## config.mk

```make
export PLATFORM = sky130hd
export DESIGN_NAME = mqsl_lane
export DESIGN_NICKNAME = d
export VERILOG_FILES = /design/src/design/multiquadratic_squared_length_macros.svh /design/src/design/mqsl_pkg.sv /design/src/design/mqsl_lane.sv
export SDC_FILE = /design/constraint.sdc
export NUM_CORES = 2
export LEC_CHECK = 0
export BUFFER_PORTS_ARGS = -buffer_cell sky130_fd_sc_hd__buf_2
export CAP_MARGIN = 10
export CORE_ASPECT_RATIO = 0.6
export CORE_MARGIN = 2
export CORE_UTILIZATION = 50
export CTS_CLUSTER_DIAMETER = 120
export DETAILED_ROUTE_END_ITERATION = 16
export GPL_TIMING_DRIVEN = 1
export PLACE_DENSITY = 0.67
export SYNTH_ARGS = -nofsm -noshare
export SYNTH_HDL_FRONTEND = slang
export SYNTH_SLANG_ARGS = --single-unit
```

## constraint.sdc

```tcl
create_clock -name clk_i -period 10.5 [get_ports clk_i]
set_input_delay 2.1 -clock clk_i [delete_from_list [all_inputs] [get_ports clk_i]]
set_output_delay 2.1 -clock clk_i [all_outputs]
set_load 0.02 [all_outputs]
```

## src/design/multiquadratic_squared_length_macros.svh

```systemverilog
// ----------------------------------------------------------------------------
// Multiquadratic squared length: assertion macros
// Clocked assertion helpers shared by the merge stage and the top level.
// ----------------------------------------------------------------------------
`ifndef MULTIQUADRATIC_SQUARED_LENGTH_MACROS_SVH
`define MULTIQUADRATIC_SQUARED_LENGTH_MACROS_SVH

// Property checked at every rising clock edge outside reset.
`define MQSL_ASSERT(label, prop, msg) \
  label: assert property (@(posedge clk_i) disable iff (!rst_ni) (prop)) else $error(msg);

// Signal holds its value in the cycle after the condition.
`define MQSL_ASSERT_HOLD(label, cond, sig, msg) \
  label: assert property (@(posedge clk_i) disable iff (!rst_ni) \
    (cond) |=> $stable(sig)) else $error(msg);

`endif

```

## src/design/mqsl_pkg.sv

```systemverilog
// ----------------------------------------------------------------------------
// Multiquadratic squared length: package
// Basis radicals, target reset values, lane weights and shared types.
// ----------------------------------------------------------------------------
`default_nettype none

package mqsl_pkg;

  localparam int NCOEF     = 8;
  localparam int NREG      = 8;
  localparam int WORD_W    = 32;
  localparam int CFG_IDX_W = 4;
  localparam int REG_SEL_W = $clog2(NREG);
  localparam int NSTG      = 4;

  localparam int RAD [NCOEF] = '{1, 3, 5, 15, 11, 33, 55, 165};

  localparam logic [WORD_W-1:0] TGT_RESET [NREG] =
    '{32'd61, 32'd0, 32'd0, 32'd4, 32'd0, 32'd0, 32'd0, 32'd0};

  localparam logic [CFG_IDX_W-1:0] REG_C0 = 4'd0;
  localparam logic [CFG_IDX_W-1:0] REG_C7 = 4'd7;

  typedef logic [NCOEF-1:0][WORD_W-1:0] word_vec_t;

  typedef struct packed {
    logic advance;
    logic valid;
  } pipe_ctl_t;

  // Weight of term x[i]*x[i^k] in output coefficient k; zero drops the term.
  function automatic int lane_weight(input int k, input int i);
    int j;
    int w;
    j = i ^ k;
    w = 0;
    if (k == 0) begin
      w = RAD[i];
    end else if (i < j) begin
      w = 2 * RAD[i & j];
    end
    return w;
  endfunction

endpackage

`default_nettype wire

```

## src/design/mqsl_lane.sv

```systemverilog
// ----------------------------------------------------------------------------
// Multiquadratic squared length: coefficient lane
// Forms one output coefficient: products, radical weighting, two half sums.
// ----------------------------------------------------------------------------
`default_nettype none

module mqsl_lane #(
  parameter int COEF_BITS = 8,
  parameter int LANE      = 0
) (
  input  wire logic                           clk_i,
  input  wire logic                           en_i,
  input  wire logic signed [COEF_BITS:0]      vx_i [mqsl_pkg::NCOEF],
  input  wire logic signed [COEF_BITS:0]      vy_i [mqsl_pkg::NCOEF],
  output logic        [mqsl_pkg::WORD_W-1:0]  half0_o,
  output logic        [mqsl_pkg::WORD_W-1:0]  half1_o
);
  import mqsl_pkg::*;

  localparam int DW = COEF_BITS + 1;
  localparam int PW = 2 * DW;
  localparam int HALF = NCOEF / 2;
  localparam logic [REG_SEL_W-1:0] LANE_SEL = REG_SEL_W'(LANE);

  logic signed [PW-1:0]   px_d [NCOEF];
  logic signed [PW-1:0]   py_d [NCOEF];
  logic signed [PW-1:0]   px_q [NCOEF];
  logic signed [PW-1:0]   py_q [NCOEF];
  logic [WORD_W-1:0]      w_d  [NCOEF];
  logic [WORD_W-1:0]      w_q  [NCOEF];
  logic [WORD_W-1:0]      h0_d, h1_d, h0_q, h1_q;

  always_comb begin
    logic [REG_SEL_W-1:0] j;
    for (int i = 0; i < NCOEF; i++) begin
      j = REG_SEL_W'(i) ^ LANE_SEL;
      if (lane_weight(LANE, i) != 0) begin
        px_d[i] = PW'(vx_i[i]) * PW'(vx_i[j]);
        py_d[i] = PW'(vy_i[i]) * PW'(vy_i[j]);
      end else begin
        px_d[i] = '0;
        py_d[i] = '0;
      end
    end
  end

  always_comb begin
    logic signed [PW:0] s;
    for (int i = 0; i < NCOEF; i++) begin
      s = (PW+1)'(px_q[i]) + (PW+1)'(py_q[i]);
      w_d[i] = WORD_W'(WORD_W'(s) * WORD_W'(lane_weight(LANE, i)));
    end
  end

  always_comb begin
    h0_d = '0;
    h1_d = '0;
    for (int i = 0; i < HALF; i++) begin
      h0_d = h0_d + w_q[i];
      h1_d = h1_d + w_q[i+HALF];
    end
  end

  always_ff @(posedge clk_i) begin
    if (en_i) begin
      px_q <= px_d;
      py_q <= py_d;
      w_q  <= w_d;
      h0_q <= h0_d;
      h1_q <= h1_d;
    end
  end

  assign half0_o = h0_q;
  assign half1_o = h1_q;

endmodule

`default_nettype wire

```

# After elaboration in Yosys (flattened, before gate mapping)
# Index checks and enable logic that the tools add are counted.
[word_totals] reg_bits=595 inputBits=146 output_inout_bits=64 elab_cells=63
[op_classes] addsub=14 n_mul=23
[ops] operator="9-bit by 9-bit multiplier with 18-bit output" count=16
[ops] operator="32-bit adder" count=6
[ops] operator="18-bit by 18-bit adder with 19-bit output" count=8
[ops] operator="19-bit by 7-bit multiplier with 26-bit output, second input constant" count=2
[ops] operator="19-bit by 5-bit multiplier with 24-bit output, second input constant" count=2
[ops] operator="19-bit by 9-bit multiplier with 28-bit output, second input constant" count=1
[ops] operator="19-bit by 4-bit multiplier with 23-bit output, second input constant" count=1
[ops] operator="19-bit by 3-bit multiplier with 22-bit output, second input constant" count=1

# Depth between registers and ports, before layout
[depth] depth_word=3 ltp_mapped=28 mapped_depth_nobuf=28

# Least setup slack after synthesis
# OpenSTA, ideal clock, no wires.
[synth_timing] path_type="input port to flip-flop" from="input port vy_i[65] (netlist name)" to="register py_q[143] (netlist name) (data pin)" setup_ns=0.260 arrival_ns=6.865 t_required_ns=10.240 slack_ns=3.375 stages=23 path_buffers=1 path_cell_list="clkbuf_1 and2_1 fa_1 inv_1 fa_1 inv_1 ha_1 inv_1 fa_1 inv_1 ha_1 ha_1 fa_1 a21o_1 a21oi_1 o21bai_1 a21oi_1 o21bai_1 a21oi_1 nor2b_1 o21a_1 o41a_1 xnor2_1"
[synth_rtl] element="start: declaration" line_no="mqsl_lane.sv:14" source="input wire logic signed [COEF_BITS:0] vy_i [mqsl_pkg::NCOEF],"
[synth_rtl] element="end signal: assignment" line_no="mqsl_lane.sv:67" source="py_q <= py_d;"
[synth_rtl] element="end: declaration" line_no="mqsl_lane.sv:28" source="logic signed [PW-1:0] py_q [NCOEF];"

==> metrics.md <==
| Metric | Value |
|---|---|
| Worst r2r src | `py_q[3]` |
| Slew Limit Fails | `0` |
| Initial Util | `50.2%` |
| Final Cycle Share | `64.5%` |
| Vias in the first global route | `52642` |
| Synth Net Count | `9971` |
| # clock sinks | `528` |
| Tightest slew margin relative to the limit | `29.5%` |
| Cell area after layout | `84600 um^2` |
| Worst R2R Path Depth | `25` |
| Synth Area in XOR/XNOR | `6.92%` |
| Adder-cell share of the synthesized area | `48.0%` |
| Mux share of post-synthesis cell area | `0.346%` |
| Worst hold start | `w_q[224]` |
| DRT iter0 DRCs | `2726` |
| Die ar. | `162000 um^2` |
| Dominant cells by area after synthesis | `fa_1 30%, edfxtp_1 20%, ha_1 18%` |
| CTS H-tree lvls | `2` |
| Area fraction of the dominant cell type after synthesis | `29.9%` |
| Max Fclk | `148 MHz` |
| Post-Route WL | `163000 um` |
| Setup crit end kind | `flop` |
| Fraction of registers with async set or reset after synthesis | `0%` |
| Number of fillers in the final layout | `13884` |
| Worst Hold Class | `flop to flop` |
| Share of layout cells above drive strength 1 | `4.82%` |
| Synth Warn # | `0` |
| Setup TNS | `0 ps` |
| Antenna Nets Post-Route | `0` |
| DRC Markers | `0` |
| Wire per inst | `16.5 um` |
| Postcts setup bufs | `0` |
| Clock Latency Late Sink | `670 ps` |
| Post-CTS Resized | `0` |
| Core Area | `158000 um^2` |
| Worst Path Required | `10920 ps` |
| Detail Placement HPWL | `139000 um` |
| Cts hold-fix bufs | `0` |
| Worst slew pin tran | `1060 ps` |
| Clock Pin Slew Worst Setup and Hold Paths | `60 ps` |
| Pre-CTS setup slack | `3010 ps` |
| Crit Path Category | `input port to flop` |
| Reg-to-Reg End | `w_q[30]` |
| Largest net degree at the start of global routing | `147` |
| Layout Skew | `16.1 ps` |
| Synth Area in Compound Gates | `7.46%` |
| Cell taking the most area after synthesis | `fa_1` |
| Ports | `210` |
| Initial antenna violation count | `6` |
| Via Count | `49979` |
| Post-synth EDFFs | `528` |
| CP max stage cell | `fa_1` |
| Area Overhead vs Synth | `6.93%` |
| CTS tree | `built` |
| Crit path largest cell delay | `590 ps` |
| Synth cell types | `81` |
| Drt via density | `5.07` |
| Overall Global Routing Usage | `20.8%` |
| Status | `complete, no violations` |
| Post-synthesis register bit count | `528` |
| Minimum clock period | `6770 ps` |
| Mean Syn Cell Area | `10.6 um^2` |
| Nets | `10165` |
| Row count | `113` |
| Gate Count Post-Synth | `7496` |
| Worst R2R Setup Slack | `3950 ps` |
| CP Cell Sequence | `buf_2 > and2_1 > fa_1 > inv_1 > fa_1 > inv_1 > ha_1 > inv_1 > fa_1 > inv_1 > ha_1 > ha_1 > fa_1 > a21o_1 > a21oi_1 > o21bai_1 > a21oi_1 > o21bai_1 > a21oi_1 > nor2b_1 > o21a_1 > o41a_1 > xnor2_1` |
| Buffers on Ports | `209` |
| Max FO, Critical Path | `10` |
| Synth Cell Area | `79100 um^2` |
| Critical Path AT | `7190 ps` |
| Cts bufs inserted | `59` |
| Max-cap violations | `0` |
| DP Area | `82600 um^2` |
| Commonest cells after routing, fill and taps aside | `1565 x inv_1, 1180 x fa_1, 1149 x ha_1` |
| Final-report hold violation count | `0` |
| Die height | `312 um` |
| Final setup violation count | `0` |
| Hold-critical path endpoint | `half0_o[0]` |
| WHS Path Cells | `1` |
| Commonest non-fill, non-tap cell in the layout | `inv_1` |
| GP Congestion | `0.883` |
| Setup crit start kind | `input port` |
| RSZ-0062 raised after global routing | `false` |
| Remaining global-route overflow | `0` |
| DR pass1 iterations | `5` |
| Final worst slack | `3730 ps` |
| Die W | `518 um` |
| First-pass GRT wire length | `275000 um` |
| CTS Root Cell | `clkbuf_16` |
| Main synth FF type | `edfxtp_1` |
| Synth Area in Simple Gates | `9.40%` |
| Register area share after synthesis | `20.0%` |
| Main combinational cell family by area after synthesis | `adder cells` |
| Clock Path Buffers | `3` |
registers in the layout, indices dropped and copies added (netlist names):
register / cells
w_q: 192
px_q: 136
py_q: 136
half0_o: 32
half1_o: 32
synth_stat cells (77+ instances only):
library cell  instances
fa_1               1180
nand2_1             314
nor2_1              251
o21bai_1             92
ha_1               1149
and2_1              409
clkbuf_1             81
a21o_1              103
a21oi_1             320
o21ai_0              77
xor2_1              168
xnor2_1             457
o21a_1               79
nand2b_1             94
nor2b_1             151
inv_1              1565
edfxtp_1            528
cell type report:
type	count	area [um^2]	share of cell area (%)
diodes	3	7.51	0.00887
clock buffers	66	1520	1.80
clock inverters	41	480	0.568
inverters	1568	5890	6.96
multi-input cells	5319	57100	67.5
flip-flops and latches	528	15900	18.7
well taps	2127	2660	3.15
repair buffers	214	1120	1.32
worst max-delay path, delay by kind of cell:
kind            cells  cell delay [ps]
buf+inv             5              370
fa+ha+maj           7             2760
simple gates        2              270
xor+xnor            1              130
compound gates      8             1540
layer usage:
| layer | GRT usage, % | vias to the layer above | share of wire (%) |
|---|---|---|---|
| met5 | 0 | - | 0.0068 |
| met4 | 3.30 | 2 | 1.5 |
| li1 | - | 24452 | - |
| met2 | 32.6 | 724 | 45 |
| met1 | 31.7 | 24671 | 50 |
| met3 | 2.30 | 130 | 4.0 |
stage by stage:
step                      util (%)  instances  hold slack, ps
after floorplan                  -       7496             513
after global placement        52.4       9756             549
after detailed placement      52.4       9756             535
after CTS                     53.7       9863             560
after global routing          53.7       9865             577
final                         53.7       9866             560
kinds of logic after synthesis:
group	count (synthesis)
fa+ha+maj	2329
buf+inv	1649
simple gates	1429
compound gates	911
xor+xnor	625
flops	528
mux	25
worst max path at each step:
stage	start	slack [ps]	to	cells past startpoint
finish	vy_i[30]	3730	py_q[71]	23
global route	vx_i[56]	3350	px_q[125]	23
detailed placement	vy_i[30]	3010	py_q[71]	23
global placement	vy_i[65]	3090	py_q[143]	23
floorplan	vy_i[65]	3380	py_q[143]	23
CTS	vx_i[20]	3760	px_q[53]	23
Power is left out: the tool's default activity adds up to more than one toggle a clock period on the data nets, which glitch-free logic cannot reach.
