**config.mk**
```make
export PLATFORM = sky130hd
export DESIGN_NAME = mqsl_merge
export DESIGN_NICKNAME = d
export VERILOG_FILES = /design/src/design/mqsl_pkg.sv /design/src/design/mqsl_merge.sv
export VERILOG_INCLUDE_DIRS = /design/src /design/src/design
export SDC_FILE = /design/constraint.sdc
export NUM_CORES = 1
export LEC_CHECK = 0
export ABC_CLOCK_PERIOD_IN_PS = 5200
export CAP_MARGIN = 15
export CORE_MARGIN = 2
export CORE_UTILIZATION = 25
export CTS_CLUSTER_DIAMETER = 50
export DETAILED_ROUTE_END_ITERATION = 8
export DONT_BUFFER_PORTS = 1
export HOLD_SLACK_MARGIN = 0.12
export PLACE_DENSITY_LB_ADDON = 0.1
export SLEW_MARGIN = 15
export SYNTH_ARGS = -nofsm -noshare
export SYNTH_HDL_FRONTEND = slang
export SYNTH_SLANG_ARGS = --single-unit
```
**constraint.sdc**
```tcl
create_clock -name clk_i -period 5.2 [get_ports clk_i]
set_input_delay 0.26 -clock clk_i [delete_from_list [all_inputs] [get_ports clk_i]]
set_output_delay 0.26 -clock clk_i [all_outputs]
set_load 0.01 [all_outputs]
```
**src/design/multiquadratic_squared_length_macros.svh**
```systemverilog
// ----------------------------------------------------------------------------
// Multiquadratic squared length: assertion macros
// Clocked assertion helpers shared by the merge stage and the top level.
// ----------------------------------------------------------------------------
`ifndef MULTIQUADRATIC_SQUARED_LENGTH_MACROS_SVH
`define MULTIQUADRATIC_SQUARED_LENGTH_MACROS_SVH

// Property checked at every rising clock edge outside reset.
`define MQSL_ASSERT(label, prop, msg) \
  label: assert property (@(posedge clk_i) disable iff (!rst_ni) (prop)) else $error(msg);

// Signal holds its value in the cycle after the condition.
`define MQSL_ASSERT_HOLD(label, cond, sig, msg) \
  label: assert property (@(posedge clk_i) disable iff (!rst_ni) \
    (cond) |=> $stable(sig)) else $error(msg);

`endif

```
**src/design/mqsl_pkg.sv**
```systemverilog
// ----------------------------------------------------------------------------
// Multiquadratic squared length: package
// Basis radicals, target reset values, lane weights and shared types.
// ----------------------------------------------------------------------------
`default_nettype none

package mqsl_pkg;

  localparam int NCOEF     = 8;
  localparam int NREG      = 8;
  localparam int WORD_W    = 32;
  localparam int CFG_IDX_W = 4;
  localparam int REG_SEL_W = $clog2(NREG);
  localparam int NSTG      = 4;

  localparam int RAD [NCOEF] = '{1, 3, 5, 15, 11, 33, 55, 165};

  localparam logic [WORD_W-1:0] TGT_RESET [NREG] =
    '{32'd61, 32'd0, 32'd0, 32'd4, 32'd0, 32'd0, 32'd0, 32'd0};

  localparam logic [CFG_IDX_W-1:0] REG_C0 = 4'd0;
  localparam logic [CFG_IDX_W-1:0] REG_C7 = 4'd7;

  typedef logic [NCOEF-1:0][WORD_W-1:0] word_vec_t;

  typedef struct packed {
    logic advance;
    logic valid;
  } pipe_ctl_t;

  // Weight of term x[i]*x[i^k] in output coefficient k; zero drops the term.
  function automatic int lane_weight(input int k, input int i);
    int j;
    int w;
    j = i ^ k;
    w = 0;
    if (k == 0) begin
      w = RAD[i];
    end else if (i < j) begin
      w = 2 * RAD[i & j];
    end
    return w;
  endfunction

endpackage

`default_nettype wire

```
**src/design/mqsl_merge.sv**
```systemverilog
// ----------------------------------------------------------------------------
// Multiquadratic squared length: merge stage
// Joins lane half sums, compares against the target registers, holds output.
// ----------------------------------------------------------------------------
`default_nettype none
`include "multiquadratic_squared_length_macros.svh"

module mqsl_merge (
  input  wire logic                              clk_i,
  input  wire logic                              rst_ni,
  input  wire mqsl_pkg::pipe_ctl_t               ctl_i,
  input  wire mqsl_pkg::word_vec_t               half0_i,
  input  wire mqsl_pkg::word_vec_t               half1_i,
  input  wire logic                              cfg_we_i,
  input  wire logic [mqsl_pkg::CFG_IDX_W-1:0]    cfg_idx_i,
  input  wire logic [mqsl_pkg::WORD_W-1:0]       cfg_data_i,
  output logic                                   out_valid_o,
  output mqsl_pkg::word_vec_t                    sq_o,
  output logic                                   match_o
);
  import mqsl_pkg::*;

  logic [WORD_W-1:0] tgt_q [NREG];
  word_vec_t         sq_d, sq_q;
  logic              match_d, match_q;
  logic              out_valid_q;

  always_comb begin
    match_d = 1'b1;
    for (int k = 0; k < NCOEF; k++) begin
      sq_d[k] = half0_i[k] + half1_i[k];
      if (sq_d[k] != tgt_q[k]) begin
        match_d = 1'b0;
      end
    end
  end

  always_ff @(posedge clk_i or negedge rst_ni) begin
    if (!rst_ni) begin
      tgt_q <= TGT_RESET;
    end else if (cfg_we_i && (cfg_idx_i < CFG_IDX_W'(NREG))) begin
      tgt_q[cfg_idx_i[REG_SEL_W-1:0]] <= cfg_data_i;
    end
  end

  always_ff @(posedge clk_i or negedge rst_ni) begin
    if (!rst_ni) begin
      out_valid_q <= 1'b0;
    end else if (ctl_i.advance) begin
      out_valid_q <= ctl_i.valid;
    end
  end

  always_ff @(posedge clk_i) begin
    if (ctl_i.advance) begin
      sq_q    <= sq_d;
      match_q <= match_d;
    end
  end

  assign out_valid_o = out_valid_q;
  assign sq_o        = sq_q;
  assign match_o     = match_q;

  `MQSL_ASSERT(a_cfg_c0, cfg_we_i && cfg_idx_i == REG_C0 |=> tgt_q[0] == $past(cfg_data_i), "target c0 write lost")
  `MQSL_ASSERT(a_match_c7, out_valid_q && match_q |-> sq_q[NCOEF-1] == tgt_q[NCOEF-1], "match flag without equal c7")
  `MQSL_ASSERT(a_match_c0, out_valid_q && match_q && !(cfg_we_i && cfg_idx_i == REG_C0) |=> !out_valid_q || !match_q || sq_q[0] == tgt_q[0], "match flag without equal c0")

endmodule

`default_nettype wire

```
---- Yosys cells after proc, flatten, opt, wreduce, memory -nomap -nowiden ----
Index checks and enable logic that the tools add are counted.
cells by class
  bitwise gates (word level) .............. 1
  eq/ne operators ......................... 8
  order comparisons ....................... 3
  multiplexer cells ....................... 4
  reductions and logical operators ........ 3
  $add $sub $neg .......................... 8
operator list
  kind                                                         count
  adder 32 bit                                                 8
  bitwise mux 256 bit                                          1
  != test 32 bit                                               8
  demux 32 bit (select 3 bit)                                  1
  two-way mux 32 bit                                           1
  OR reduction 7 bit                                           1
  greater-or-equal comparator 4 bit (second input constant)    1
  less-than comparator 4 x 1 -> 1 bit (second input constant)  1
  less-than comparator 4 bit (second input constant)           1
  inverter 3 -> 4 bit                                          1
  logical AND 1 bit                                            2
  two-way mux 1 bit                                            1
word-level totals
  bits in registers ....................... 514
  word-level logic and storage cells ...... 45
  input bits .............................. 553
  output and inout bits ................... 258

---- Depth between registers and ports, before layout ----
Gate-level depths: netlist (run 1).
  word-level depth ........................ 6
  mapped depth ............................ 16
  gate-level depth less buffers ........... 16

---- Worst setup path before layout (run 1) ----
Ideal clock, no wire load.
  path kind ............................... input port to flip-flop
  start ................................... input half0_i[160] (netlist bit)
  end ..................................... register match_q, in the netlist match_o (data pin)
  path slack .............................. 1019 ps
  arrival ................................. 4012 ps
  cell stages on the path ................. 15
  required time ........................... 5030 ps
  cells stage by stage .................... ha_1 -> fa_1 -> a211oi_1 -> o211ai_1 -> a31oi_1 -> o31a_1 -> a21oi_1 -> or4b_1 -> a2111o_1 -> a2111oi_0 -> nand4_1 -> nor2_1 -> nand2_1 -> or4_1 -> nor4_2
between the ends
  longest elaborated chain between the ends .. 3
ends and longest elaborated chain
  what                          line              source
  start, declared               mqsl_merge.sv:12  input wire mqsl_pkg::word_vec_t half0_i,
  adder 32 bit                  mqsl_merge.sv:31  sq_d[k] = half0_i[k] + half1_i[k];
  != test 32 bit                mqsl_merge.sv:32  if (sq_d[k] != tgt_q[k]) begin
  OR reduction 7 bit (no line)  --
  end signal, assigned          mqsl_merge.sv:57  match_q <= match_d;
  end, declared                 mqsl_merge.sv:25  logic match_d, match_q;
No other way between the ends.
A chain may end at the register's enable or synchronous reset.

---- Final worst setup path (run 1) ----
  start ................................... input half1_i[198] (netlist bit)
  end ..................................... register match_q, in the netlist match_o (data pin)
between the ends
  longest elaborated chain between the ends .. 3
ends and longest elaborated chain
  what                          line              source
  start, declared               mqsl_merge.sv:13  input wire mqsl_pkg::word_vec_t half1_i,
  adder 32 bit                  mqsl_merge.sv:31
  != test 32 bit                mqsl_merge.sv:32
  OR reduction 7 bit (no line)  --
No other way between the ends.

==> metrics.yaml, run 1 <==
status: "finished, violations left"
violations: "hold timing"
ys_top_cells_by_count: "279 x a21oi_1, 274 x nand2_1, 257 x edfxtp_1, 253 x mux2_2, 251 x dfrtp_1"
firstDrtPassIters: 6
maxCapViolations: 0
htree_num_levels: 3
synth.avg_cell_area_um2: 10.1
fmax_mhz: 200
ys_seq_area_frac: 0.377
row_count: 142
syn_inst: 3721
vdd_drop_max_mv: 0.307
syn-cell-area_um2: 37500
post_cts_buffers: 0
dr.first_iter.drc_count: 2834
report.final.slew_viol_count: 0
worstPathArrival_ns: 5.57
path_class: "input port to register"
ant_nets: 0
routed_wl_um: 219000
grt_pass1_vias: 34100
power.density_nw_per_um2: 405
clockRootBuffer: "clkbuf_16"
vias: 34300
regToRegSetupSlack_ns: 0.40
post-route-min-period_ns: 5.01
grt_pass1_wl_um: 290000
dp_worst_setup_slack_ns: -0.444
fp.dieH_um: 391
cp.required_ns: 5.76
synth.most_common_cell: "a21oi_1"
io_buffer_count: 0
clk_pin_slew_worst_paths_ns: 0.06
ys.flop_type: "edfxtp_1"
synth_top_cell_by_area: "edfxtp_1"
setup-violations-final: 0
rsz0062_at_grt: "false"
min_period_over_period: 0.963
end_kind: "register"
synth_seq_cells: 514
drc_errors: 0
clock-sinks: 514
timing.hold.ws_ns: -0.307
dp.cells: 5915
nFillCells: 15500
start_util: 0.251
cp_max_fo: 8
grt_max_degree: 259
finalHoldViolCount: 175
cts_made_buffers: 111
area_growth_pct: 31.1
finalWorstSetupSlack_ns: 0.193
overflow: 0
tightest_slew_ns: 1.38
cts_tree: "yes"
async_reset_ff_frac: 0.500
dp.final_hpwl_um: 176000
drt-wirelength-per-cell_um: 33.8
synth_area_leaders: "edfxtp_1 21%, dfrtp_1 17%, ha_1 8.3%"
num-nets-final: 5132
grt_use_total: 0.276
core_um2: 149000
yosysUniqueCellTypes: 118
io_pins: 811
drive_gt1_frac: 0.205
synth_nets: 4530
hp-class: "input port to register"
power_leakage_nw: 20.0
gp_congestion: 0.938
finalNonFillerCells: 6459
die_area_um2: 153000
worst_setup_path_start_kind: "input port"
clock_path_buffers: 3
yosys_warnings: 0
synth_edf_count: 257
grt_antenna_before_repair: 74
clk_latency_ns: 0.74
die_width_um: 391
slew_headroom: 0.0792
viasPerCell: 5.31
yosys.area.top_type_share: 0.206
finClkSkew_ns: 0.0157
[area by class of cell]
cell class | count | area, um^2 | area share
Sequential cell | 514 | 14200 | 0.288
Inverter | 105 | 394 | 0.00801
Multi-Input combinational cell | 2935 | 22400 | 0.455
Timing Repair Buffer | 656 | 5850 | 0.119
Clock inverter | 80 | 832 | 0.0169
Tap cell | 2016 | 2520 | 0.0513
Clock buffer | 132 | 3020 | 0.0614
Antenna cell | 21 | 52.6 | 0.00107
[sequential cells by signal (all words and copies together) (netlist names)]
register     flops
sq_o           256
tgt_q          256
match_o          1
out_valid_o      1
[metal layers]
layer / wire length, um / vias to the layer above / global-route usage
met5: 416 / - / 0
met4: 5340 / 64 / 0.0694
met3: 16800 / 288 / 0.0671
met2: 104000 / 1304 / 0.464
met1: 92300 / 17400 / 0.353
li1: - / 15300 / -
[critical path, stage by stage]
cell and delay, ns:
dlygate4sd3_1 0.54, ha_1 0.29, dlygate4sd3_1 0.56, buf_4 0.17
a21oi_1 0.21, o21ai_0 0.10, buf_4 0.18, a21o_1 0.27
and3_1 0.22, o21ai_0 0.24, buf_4 0.17, o221ai_1 0.18
a2111oi_2 0.40, buf_4 0.19, nand3_1 0.11, nor4_2 0.30
buf_4 0.20, nand4_1 0.26, nor4_2 0.35, nand4_1 0.14
nor4_2 0.23
[kinds of logic after synthesis]
family          Yosys count  share of synthesized area
compound gates         1009                      0.180
simple gates            966                      0.130
flops                   514                      0.377
xor+xnor                435                      0.114
buf+inv                 272                     0.0309
mux                     269                     0.0802
fa+ha+maj               256                     0.0870
[power breakdown]
part,leakage (nW),internal [mW],switching [mW]
clock,1.86,4.61,2.79
combinational,12.5,2.65,3.76
sequential,5.65,5.25,0.860
[path summary, 6_finish.rpt]
check                           cells after the start                endpoint                    from
worst max-delay path                               21   match_o$_SDFFCE_PP0P_            half1_i[198]
min in group asynchronous                           2   tgt_q[96]$_DFFE_PN0P_                  rst_ni
max in group asynchronous                           3  tgt_q[120]$_DFFE_PN0P_                  rst_ni
worst max register to register                     15   match_o$_SDFFCE_PP0P_    tgt_q[0]$_DFFE_PN0P_
worst min register to register                      1  tgt_q[119]$_DFFE_PN0P_  tgt_q[119]$_DFFE_PN0P_
worst min-delay path                                0     sq_o[104]$_DFFE_PP_                ctl_i[1]
[stage by stage]
stage               hold WS [ns]  cell area (um^2)  TNS, ns  utilization  power [mW]
global placement        -0.00922             42000   -0.225        0.281        12.0
finish                    -0.307             49200        0        0.329        19.9
global route              -0.342             49200        0        0.329        20.7
CTS                       -0.809             48900        0        0.328        19.9
detailed placement      -0.00939             42000   -0.444        0.281        12.0
floorplan                -0.0356             37500        0            -        9.11
[timing repair]
action	in CTS	in global routing
setup endpoints to repair	0	1
hold buffers	307	3
gates resized for setup	0	22
hold endpoints to repair	903	513
[cells in the final DEF (no fill, tap or decap), types with 105 or more instances in the layout]
cell type | netlist | layout
buf_4 | 3 | 338
dlygate4sd3_1 | 0 | 307
a21oi_1 | 279 | 278
nand2_1 | 274 | 273
edfxtp_1 | 257 | 257
mux2_2 | 253 | 253
dfrtp_1 | 251 | 251
ha_1 | 248 | 248
xnor2_1 | 224 | 223
nor2_1 | 193 | 192
o21ai_0 | 182 | 181
xor2_1 | 178 | 177
clkbuf_16 | 0 | 115
inv_1 | 105 | 105
(Power assumes the default switching activity.)
==> inputs of run 2 (changes only) <==
Settings changed: ABC_CLOCK_PERIOD_IN_PS 5200 to 5550.
Clock period 5.2 ns to 5.55 ns, I/O delays scaled along.
==> run 2 against run 1 <==
  * The run still ends with hold timing left
  * Critical path depth down 3
  * Die area unchanged
  * Utilization down 1.6 points
  * Sequential power is 6.2% lower
  * Wire length is 1.2% lower
  * Register-to-register slack improved by 0.24 ns
  * First-iteration DRC count up 4.1%
  * Clock skew increased by 0.00095 ns
  * Sequential share of layout area increased by 1.4 points
  * Critical path type unchanged
==> metrics.yaml, run 2 (synthesis results as in run 1) <==
firstDrtPassIters: 6
power.density_nw_per_um2: 388
power_mw: 18.2
fin_setup_tns_ns: 0
worstPathArrival_ns: 5.89
min_period_over_period: 0.963
start_util: 0.251
vdd_drop_max_mv: 0.228
hold_buffers: 220
drive_gt1_frac: 0.174
area_growth_pct: 24.9
grt_pass1_vias: 33600
finish.instance_area_um2: 46800
report.final.slew_viol_count: 0
slew_headroom: 0.212
fmax_mhz: 187
regToRegSetupSlack_ns: 0.64
dr.first_iter.drc_count: 2951
maxCapViolations: 0
setup-violations-final: 0
clk_latency_ns: 0.71
placed_area_um2: 40800
row_count: 142
overflow: 0
cts_made_buffers: 109
status: "finished, violations left"
final_common_cell: "a21oi_1"
routed_wl_um: 216000
finalNonFillerCells: 6212
core_um2: 149000
power_leakage_nw: 18.8
clock_path_buffers: 3
nFillCells: 15700
htree_num_levels: 3
die_width_um: 391
cp.required_ns: 6.09
finClkSkew_ns: 0.0167
clk_pin_slew_worst_paths_ns: 0.06
grt_use_total: 0.273
worst_setup_path_start_kind: "input port"
fp.dieH_um: 391
end_kind: "register"
tightest_slew_ns: 1.17
grt_pass1_wl_um: 286000
die_area_um2: 153000
vias: 33500
finalHoldViolCount: 385
post-route-min-period_ns: 5.34
clock-sinks: 514
timing.hold.ws_ns: -0.719
clockRootBuffer: "clkbuf_16"
io_pins: 811
final_cell_mix: "278 x a21oi_1, 273 x nand2_1, 257 x edfxtp_1, 253 x mux2_2, 251 x dfrtp_1"
viasPerCell: 5.40
gp_congestion: 0.971
hp-class: "input port to async pin"
post_cts_buffers: 0
grt_max_degree: 259
ant_nets: 0
io_buffer_count: 0
rsz0062_at_grt: "false"
path_class: "input port to register"
cts_tree: "yes"
drt-wirelength-per-cell_um: 34.8
grt_antenna_before_repair: 69
dp.final_hpwl_um: 174000
cp_max_fo: 4
violations: "hold timing"
drc_errors: 0
num-nets-final: 4891
dp.cells: 5767
run 2: worst max-delay path, cell delays in order:
cell           delay, ns
dlygate4sd3_1       0.53
ha_1                0.23
fa_1                0.41
a21o_1              0.24
a221o_1             0.44
a32o_1              0.34
a21oi_1             0.36
xnor3_1             0.32
nor4_1              0.51
buf_4               0.22
nand4_1             0.28
nor4_1              0.35
buf_4               0.18
nand4_1             0.10
nor2_1              0.23
nand2_1             0.08
or4_1               0.51
nor4_2              0.24
run 2: final cells by class:
class	count	area, um^2	share of cell area
Clock inverter	65	728	0.0155
Tap cell	2016	2520	0.0538
Inverter	105	394	0.00841
Clock buffer	137	3020	0.0644
Timing Repair Buffer	417	3700	0.0791
Antenna cell	23	57.6	0.00123
Sequential cell	514	14200	0.302
Multi-Input combinational cell	2935	22300	0.475
run 2: power by group:
group          switching (mW)  total (mW)  internal [mW]
clock                    2.43        6.82           4.40
sequential              0.810        5.73           4.93
combinational            3.39        5.61           2.22
total                    6.63        18.2           11.5
run 2: stage by stage:
step                 util  worst slack, ns
floorplan               -             1.35
CTS                 0.313            0.194
global placement    0.273           0.0518
detailed placement  0.273          -0.0145
finish              0.314            0.207
global route        0.313           0.0871
run 2: layer usage:
layer,wire length [um],track usage
met4,7360,0.0934
met5,447,0
met2,100000,0.448
met1,90300,0.345
met3,17400,0.0704
run 2: final timing paths:
kind	from	endpoint	cells after the start
worst max-delay path	half1_i[192]	match_o$_SDFFCE_PP0P_	18
worst min-delay path	rst_ni	out_valid_o$_DFFE_PN0P_	0
worst max register to register	tgt_q[166]$_DFFE_PN0P_	match_o$_SDFFCE_PP0P_	16
worst min register to register	tgt_q[216]$_DFFE_PN0P_	tgt_q[216]$_DFFE_PN0P_	1
max in group asynchronous	rst_ni	tgt_q[85]$_DFFE_PN0P_	0
min in group clk_i	ctl_i[1]	sq_o[100]$_DFFE_PP_	0
run 2: repair_timing:
item	CTS	global route
hold endpoints to repair	859	514
setup endpoints to repair	0	1
gates resized for setup	0	5
